==> config.mk <==
export PLATFORM = sky130hd
export DESIGN_NAME = psart_scan
export DESIGN_NICKNAME = d
export VERILOG_FILES = /design/src/psart_pkg.sv /design/src/psart_scan.sv
export SDC_FILE = /design/constraint.sdc
export NUM_CORES = 1
export LEC_CHECK = 0
export CAP_MARGIN = 20
export CORE_ASPECT_RATIO = 0.6
export CORE_UTILIZATION = 33
export DETAILED_ROUTE_END_ITERATION = 8
export DONT_BUFFER_PORTS = 1
export SETUP_SLACK_MARGIN = 0.1
export SYNTH_ARGS = -nofsm -noshare
export SYNTH_HDL_FRONTEND = slang
export SYNTH_SLANG_ARGS = --single-unit
==> constraint.sdc <==
create_clock -name aclk -period 2.05 [get_ports aclk]
set_input_delay 0.3075 -clock aclk [delete_from_list [all_inputs] [get_ports aclk]]
set_output_delay 0.3075 -clock aclk [all_outputs]
set_load 0.05 [all_outputs]
==> src/psart_pkg.sv <==
// Shared types and constants for the per-source accept rate table.
// Holds the entry record layout, operation and status codes, and the scan result bundle.
// No dependencies.
package psart_pkg;

    // default table depth
    localparam int DEF_TABLE_ENTRIES = 64;

    // accept window rules
    localparam logic [31:0] WINDOW_SECS = 32'd60;
    localparam logic [14:0] COUNT_CEIL  = 15'd20000;

    // operation codes
    typedef enum logic [2:0] {
        MODE_ADD    = 3'd0,
        MODE_DELETE = 3'd1,
        MODE_ACCEPT = 3'd2,
        MODE_TOUCH  = 3'd3,
        MODE_QUERY  = 3'd4,
        MODE_DOMAIN = 3'd5
    } mode_t;

    // result status codes
    typedef enum logic [1:0] {
        STAT_OK   = 2'd0,
        STAT_MISS = 2'd1,
        STAT_FULL = 2'd2
    } status_t;

    // one table entry as stored in memory
    typedef struct packed {
        logic        vld;
        logic [31:0] addr;
        logic [31:0] last_req;
        logic [31:0] win_start;
        logic [14:0] accepts;
    } entry_t;

    // accumulated outcome of one sweep over the table
    typedef struct packed {
        logic        hit;
        logic        free;
        logic        dom;
        logic [31:0] hit_last;
        logic [31:0] hit_ws;
        logic [14:0] hit_acc;
        logic [31:0] dom_last;
    } scan_res_t;

endpackage

==> src/psart_scan.sv <==
// Sweep compare unit: checks one table entry per cycle against the request key.
// Tracks the first match, the first free slot and the latest request in the /16.
// Depends on psart_pkg.
module psart_scan #(
    parameter int IDX_W = 6
) (
    input  logic                 aclk,
    input  logic                 aresetn,
    input  logic                 clear,
    input  logic                 eval,
    input  logic [IDX_W-1:0]     eval_idx,
    input  psart_pkg::entry_t    rec,
    input  logic [31:0]          key,
    output psart_pkg::scan_res_t res,
    output logic [IDX_W-1:0]     hit_idx,
    output logic [IDX_W-1:0]     free_idx
);
    import psart_pkg::*;

    scan_res_t        res_reg;
    logic [IDX_W-1:0] hit_idx_reg;
    logic [IDX_W-1:0] free_idx_reg;
    logic             is_match;
    logic             is_dom;

    // per-entry compares
    assign is_match = rec.vld && (rec.addr == key);
    assign is_dom   = rec.vld && (rec.addr[31:16] == key[31:16]);

    // accumulate over the sweep
    always_ff @(posedge aclk) begin
        if (!aresetn) begin
            res_reg <= '0;
        end else if (clear) begin
            res_reg <= '0;
        end else if (eval) begin
            if (is_match && !res_reg.hit) begin
                res_reg.hit      <= 1'b1;
                res_reg.hit_last <= rec.last_req;
                res_reg.hit_ws   <= rec.win_start;
                res_reg.hit_acc  <= rec.accepts;
            end
            if (!rec.vld && !res_reg.free) begin
                res_reg.free <= 1'b1;
            end
            if (is_dom) begin
                res_reg.dom <= 1'b1;
                if (rec.last_req > res_reg.dom_last) begin
                    res_reg.dom_last <= rec.last_req;
                end
            end
        end
    end

    // slot indexes need no reset, qualified by the flags
    always_ff @(posedge aclk) begin
        if (eval && is_match && !res_reg.hit) begin
            hit_idx_reg <= eval_idx;
        end
        if (eval && !rec.vld && !res_reg.free) begin
            free_idx_reg <= eval_idx;
        end
    end

    assign res      = res_reg;
    assign hit_idx  = hit_idx_reg;
    assign free_idx = free_idx_reg;

endmodule

==> results of run 1 <==
-- area by class of cell --
cell class | count | area, um^2
inverters | 37 | 139
multi-input cells | 487 | 3660
flip-flops and latches | 126 | 2740
clock buffers | 21 | 482
clock inverters | 11 | 199
fillers | 1814 | 10600
well taps | 266 | 333
repair buffers | 98 | 988
-- what timing repair did --
action | CTS | global route
pin swaps | 55 | 36
setup endpoints to repair | 32 | 32
hold buffers | 6 | 0
buffers inserted | 5 | 0
gates resized for setup | 25 | 8
cloned | 4 | 0
hold endpoints to repair | 12 | 0
-- layout by cell type, fill, tap and decap left out, types with 7 or more instances in the layout --
master and count:
dfxtp_4 24, ha_4 12, clkbuf_16 18, edfxtp_1 12, nand2_1 40, mux2i_1 79, buf_6 8, xnor2_1 28
buf_12 15, or3_1 30, dfxtp_2 7, ha_1 20, a21oi_1 13, o32a_1 32, nand3_1 38, nor2_1 82
dfxtp_1 83, o211ai_1 32, buf_4 68, nand4_1 45, inv_2 9, inv_1 28
-- kinds of logic after synthesis --
kind of cell | Yosys count
flops | 126
fa+ha+maj | 32
mux | 79
xor+xnor | 29
buf+inv | 96
simple gates | 254
compound gates | 93
-- per-layer routing --
layer,vias to the layer above,track usage (%)
li1,2689,-
met2,236,31.9
met3,10,8.48
met1,2545,25.1
met5,-,0
met4,0,4.72
-- where the power goes --
part           total, mW  switching, mW  internal, mW
combinational      0.356          0.186         0.169
clock               3.49           1.17          2.31
sequential          2.48         0.0222          2.46
-- worst register-to-register path, cell delays in order, from the launching register on --
cell and delay (ps):
dfxtp_4 350, inv_2 40, ha_4 260, nand4_1 170
or4_4 630, nor3_4 250, buf_12 180, buf_12 120
o32a_1 170, o211ai_1 90
-- metrics by stage --
step,hold WS [ps],total power [mW]
2_1_floorplan,406,2.74
3_3_place_gp,407,2.84
3_5_place_dp,407,2.84
4_1_cts,13.8,6.40
5_1_grt,13.2,6.55
6_report,39.1,6.33
-- worst max-delay path by stage --
stage          startpoint  endpoint  cells after the start
5_1_grt           res[27]   res[25]                      9
6_report          res[25]   res[25]                      9
3_3_place_gp      res[19]    res[7]                      9
3_5_place_dp      res[19]   res[10]                      9
4_1_cts           res[22]   res[19]                      9
2_1_floorplan     res[26]   res[25]                     10
==> flow_summary.ini, run 1 <==
[worst_setup_path]
end_kind = register
cpLargestDelayFamily = simple AND/OR/NAND/NOR gates
cpMostUsedCell = buf_12
crit_path_max_incr_delay_ps = 630
crit_arrival_ps = 2660
cpMaxStageDelayCell = or4_4
cp_cell_sequence = inv_2, ha_4, nand4_1, or4_4, nor3_4, buf_12, buf_12, o32a_1, o211ai_1
worstPathRequired_ps = 2340
critPathBufInv = 3
startpoint_type = register
regToRegEndpoint = res[25]
rr_worst_depth = 9
crit_fanout = 7
reg2reg_slack_ps = -320
rr_startpoint = res[25]
crit_type = reg -> reg

[placement]
dpl.cell_count = 999
place_ws_ps = -365
portBuffers = 0
dpl-instance-area_um2 = 7540
hpwl_um = 14900
gp_congestion = 0.789

[timing]
tns_ps = -8930
slew_headroom_pct = 60.6
finalWorstSetupSlack_ps = -324
finalSetupViolCount = 32
tightest_slew_ps = 590
rsz0062_at_grt = yes
fmax_mhz = 421
final-hold-violation-count = 0
drv_slew = 0
finClkSkew_ps = 9.80
period_share_pct = 116
period_needed_ps = 2370

[clock_network]
cts-root-buf = clkbuf_16
cts_buffers = 17
tritoncts = done
clock_latency_ps = 410
cts.clk_slew.worst_paths_ps = 60
cts.sinks = 126
htreeDepth = 4
clockBufferDepth = 2

[global_route]
grt_usage_pct = 20.1
grt_max_degree = 52
antenna_found_initial = 0
grt_pass1_vias = 5310
grt_pass1_wl_um = 30800
overflow = 0

[floorplan]
io_pins = 280
start_util_pct = 34.0
coreArea_um2 = 19200
die_w_um = 183
row_count = 39
dieArea_um2 = 20300
fp.dieH_um = 111

[status]
violations = negative setup slack
outcome = complete, but fails checks

[layout]
largest_register_ffs = 114
fin_cells = 1046
fin_nets = 953
utilization_pct = 44.6
syn_to_final_growth_pct = 31.1
final_layout_size_suffix_gt1_share_pct = 24.5
num_antenna_cells = 0
final_area_um2 = 8550

[power_and_ir_drop]
leakage_nw = 3.44
vdd_drop_max_uv = 519
powerDensity_nw_per_um2 = 740

[routing]
wl_met1_um = 8790
antenna_left = 0
wl_per_cell_um = 19.5
viasPerCell = 5.24
wirelength_um = 20400
vias = 5480
wl_met3_um = 1940
drt_iter0_markers = 308
wl_met2_um = 9560
route.detailed.drc = 0
routed.top_layer = met4
first_pass_iters = 4

[logic_synthesis]
synthMuxAreaShare_pct = 12.1
synth-compound-area-share_pct = 11.5
syn_area_um2 = 6520
synth-main-ff-cell = dfxtp_1
synthSimpleGateAreaFrac_pct = 19.2
async_flop_share_pct = 0
ys_top_cells_by_count = dfxtp_1, nor2_1, mux2i_1
ys_types = 41
synthAdderAreaFrac_pct = 6.14
ys_warn_count = 0
synth_edf_count = 12
synth.most_common_cell = dfxtp_1
syn_nets = 895
synth_cells = 709
synthXorXnorAreaFrac_pct = 3.90
synth_top_family_by_area = simple AND/OR/NAND/NOR gates
syn_area_per_cell_um2 = 9.19
ys_seq_area_share_pct = 40.5
synthTopCellsByArea = dfxtp_1, mux2i_1, ha_1, edfxtp_1, o32a_1
synth_top_area_share_pct = 35.0
ys_ff_latch = 126
yosys.area.top_type = dfxtp_1

[run]
drv_cap = 0

[worst_hold_path]
hp-class = in -> reg
hp-start = rec[66]
whs_path_depth = 2
worstHoldEndpoint = res[98]
No activity file was read; power rests on OpenSTA's default activity.
==> run 2: changes to the inputs <==
--- a/config.mk
+++ b/config.mk
@@ -5,11 +5,11 @@
 export SDC_FILE = /design/constraint.sdc
 export NUM_CORES = 1
 export LEC_CHECK = 0
+export BUFFER_PORTS_ARGS = -buffer_cell sky130_fd_sc_hd__buf_4
 export CAP_MARGIN = 20
 export CORE_ASPECT_RATIO = 0.6
 export CORE_UTILIZATION = 33
 export DETAILED_ROUTE_END_ITERATION = 8
-export DONT_BUFFER_PORTS = 1
 export SETUP_SLACK_MARGIN = 0.1
 export SYNTH_ARGS = -nofsm -noshare
 export SYNTH_HDL_FRONTEND = slang
==> constraint.sdc (replaced) <==
create_clock -name aclk -period 2.74 [get_ports aclk]
set_input_delay 0.411 -clock aclk [delete_from_list [all_inputs] [get_ports aclk]]
set_output_delay 0.411 -clock aclk [all_outputs]
set_load 0.05 [all_outputs]
==> flow_summary.ini, run 2 (synthesized netlist as in run 1, its figures left out) <==
[floorplan]
die_w_um = 183
dieArea_um2 = 20300
io_pins = 280
coreArea_um2 = 19200
row_count = 39
start_util_pct = 34.0
fp.dieH_um = 111

[power_and_ir_drop]
sw_frac_of_total_pct = 25.1
p_clk_share_pct = 48.9
powerDensity_nw_per_um2 = 472
pwr-share-comb_pct = 9.7
vdd_drop_max_uv = 338
p_int_mw = 3.38
power.total_mw = 4.51
leakage_nw = 4.35
seq_power_share_pct = 41.3
switchingPower_mw = 1.13

[timing]
tns_ps = 0
slew_headroom_pct = 65.8
rsz0062_at_grt = no
finalSetupViolCount = 0
finalWorstSetupSlack_ps = 238
final-hold-violation-count = 0
period_needed_ps = 2500
tightest_slew_ps = 514
period_share_pct = 91.3
drv_slew = 0
fmax_mhz = 400
finClkSkew_ps = 13.7

[worst_setup_path]
cpLargestDelayFamily = simple AND/OR/NAND/NOR gates
critPathBufInv = 3
startpoint_type = register
crit_path_max_incr_delay_ps = 640
cp_cell_sequence = inv_1, ha_1, nand4_1, or4_4, nor3_4, buf_12, nor2_2, buf_4, o211ai_1
crit_type = reg -> reg
cpMaxStageDelayCell = or4_4
crit_arrival_ps = 2830
crit_fanout = 15
worstPathRequired_ps = 3060
end_kind = register

[clock_network]
cts-root-buf = clkbuf_16
clock_latency_ps = 420
clockBufferDepth = 2
cts_resized = 0
cts_buffers = 17
tritoncts = done
cts.clk_slew.worst_paths_ps = 70
htreeDepth = 4
cts.sinks = 126

[routing]
wirelength_um = 20500
wl_per_cell_um = 16.4
drt_iter0_markers = 395
viasPerCell = 4.92
route.detailed.drc = 0
vias = 6159
first_pass_iters = 5
antenna_left = 0

[layout]
final_layout_size_suffix_gt1_share_pct = 35.1
num_antenna_cells = 0
layout_common_cells = buf_4, dfxtp_1, nor2_1, mux2i_1, nand4_1
multi_input_area_um2 = 3490
fin_nets = 1158
largest_register_ffs = 114
seqCellArea_um2 = 2640
final_common_cell = buf_4
syn_to_final_growth_pct = 46.8
nFillCells = 1853

[global_route]
grt_pass1_wl_um = 31400
grt_usage_pct = 20.0
overflow = 0
grt_max_degree = 98
antenna_found_initial = 0
grt_pass1_vias = 5663

[placement]
portBuffers = 279
gp_congestion = 0.803
place_ws_ps = 62.1
hpwl_um = 14900

[run]
drv_cap = 0

[worst_hold_path]
hp-class = in -> reg

[status]
outcome = finished clean
==> run 2: changes by cell type in the layout (fill, tap and decap cells not counted), moves of 12 or more <==
cell	delta
dfxtp_4	-24
ha_1	+12
dfxtp_1	+30
buf_4	+225
ha_4	-12
==> run 2: final cells by class <==
type,instances,share of cell area [%]
sequential,126,27.6
multi-input combinational,487,36.4
inverter,37,1.45
clock inverter,14,1.36
clock buffer,18,4.59
tap,266,3.48
timing repair buffer,303,25.1
==> run 2: path summary, 6_finish.rpt <==
kind,start,endpoint,slack (ps),cells after the start
max,res[27],res[12],240,9
min,eval_idx[3],free_idx[3],180,1
max reg2reg,res[27],res[12],240,9
min reg2reg,res[111],res[111],470,2
==> run 2: what timing repair did <==
| action | CTS | global route |
|---|---|---|
| setup buffers | 0 | 1 |
| hold buffers | 0 | 0 |
| endpoints found under the setup margin | 0 | 31 |
==> run 2: routing by layer <==
layer  routed length [um]  global-route usage (%)  part of all wire [%]  vias to the layer above
met5                    0                       0                     0                        -
met4                  140                    5.00                  0.68                        0
met3                 1590                    5.45                   7.8                       14
met2                 9260                    30.2                    45                      221
met1                 9550                    27.8                    46                     2827
li1                     -                       -                     -                     3097
==> run 2: power groups by stage <==
stage / clock network, mW / registers [mW] / logic (mW)
6_report: 2.21 / 1.87 / 0.440
5_1_grt: 2.34 / 1.87 / 0.476
4_1_cts: 2.26 / 1.87 / 0.443
3_5_place_dp: 0 / 1.91 / 0.440
3_3_place_gp: 0 / 1.91 / 0.437
2_1_floorplan: 0 / 1.92 / 0.152
==> run 2: through the flow <==
step | hold WS (ps) | std cells | util, % | instance area [um^2]
3_5_place_dp | 463 | 1218 | 46.8 | 8980
2_1_floorplan | 510 | 709 | - | 6520
3_3_place_gp | 460 | 1218 | 46.8 | 8980
5_1_grt | 156 | 1251 | 49.9 | 9570
4_1_cts | 159 | 1250 | 49.8 | 9550
6_report | 180 | 1251 | 49.9 | 9570
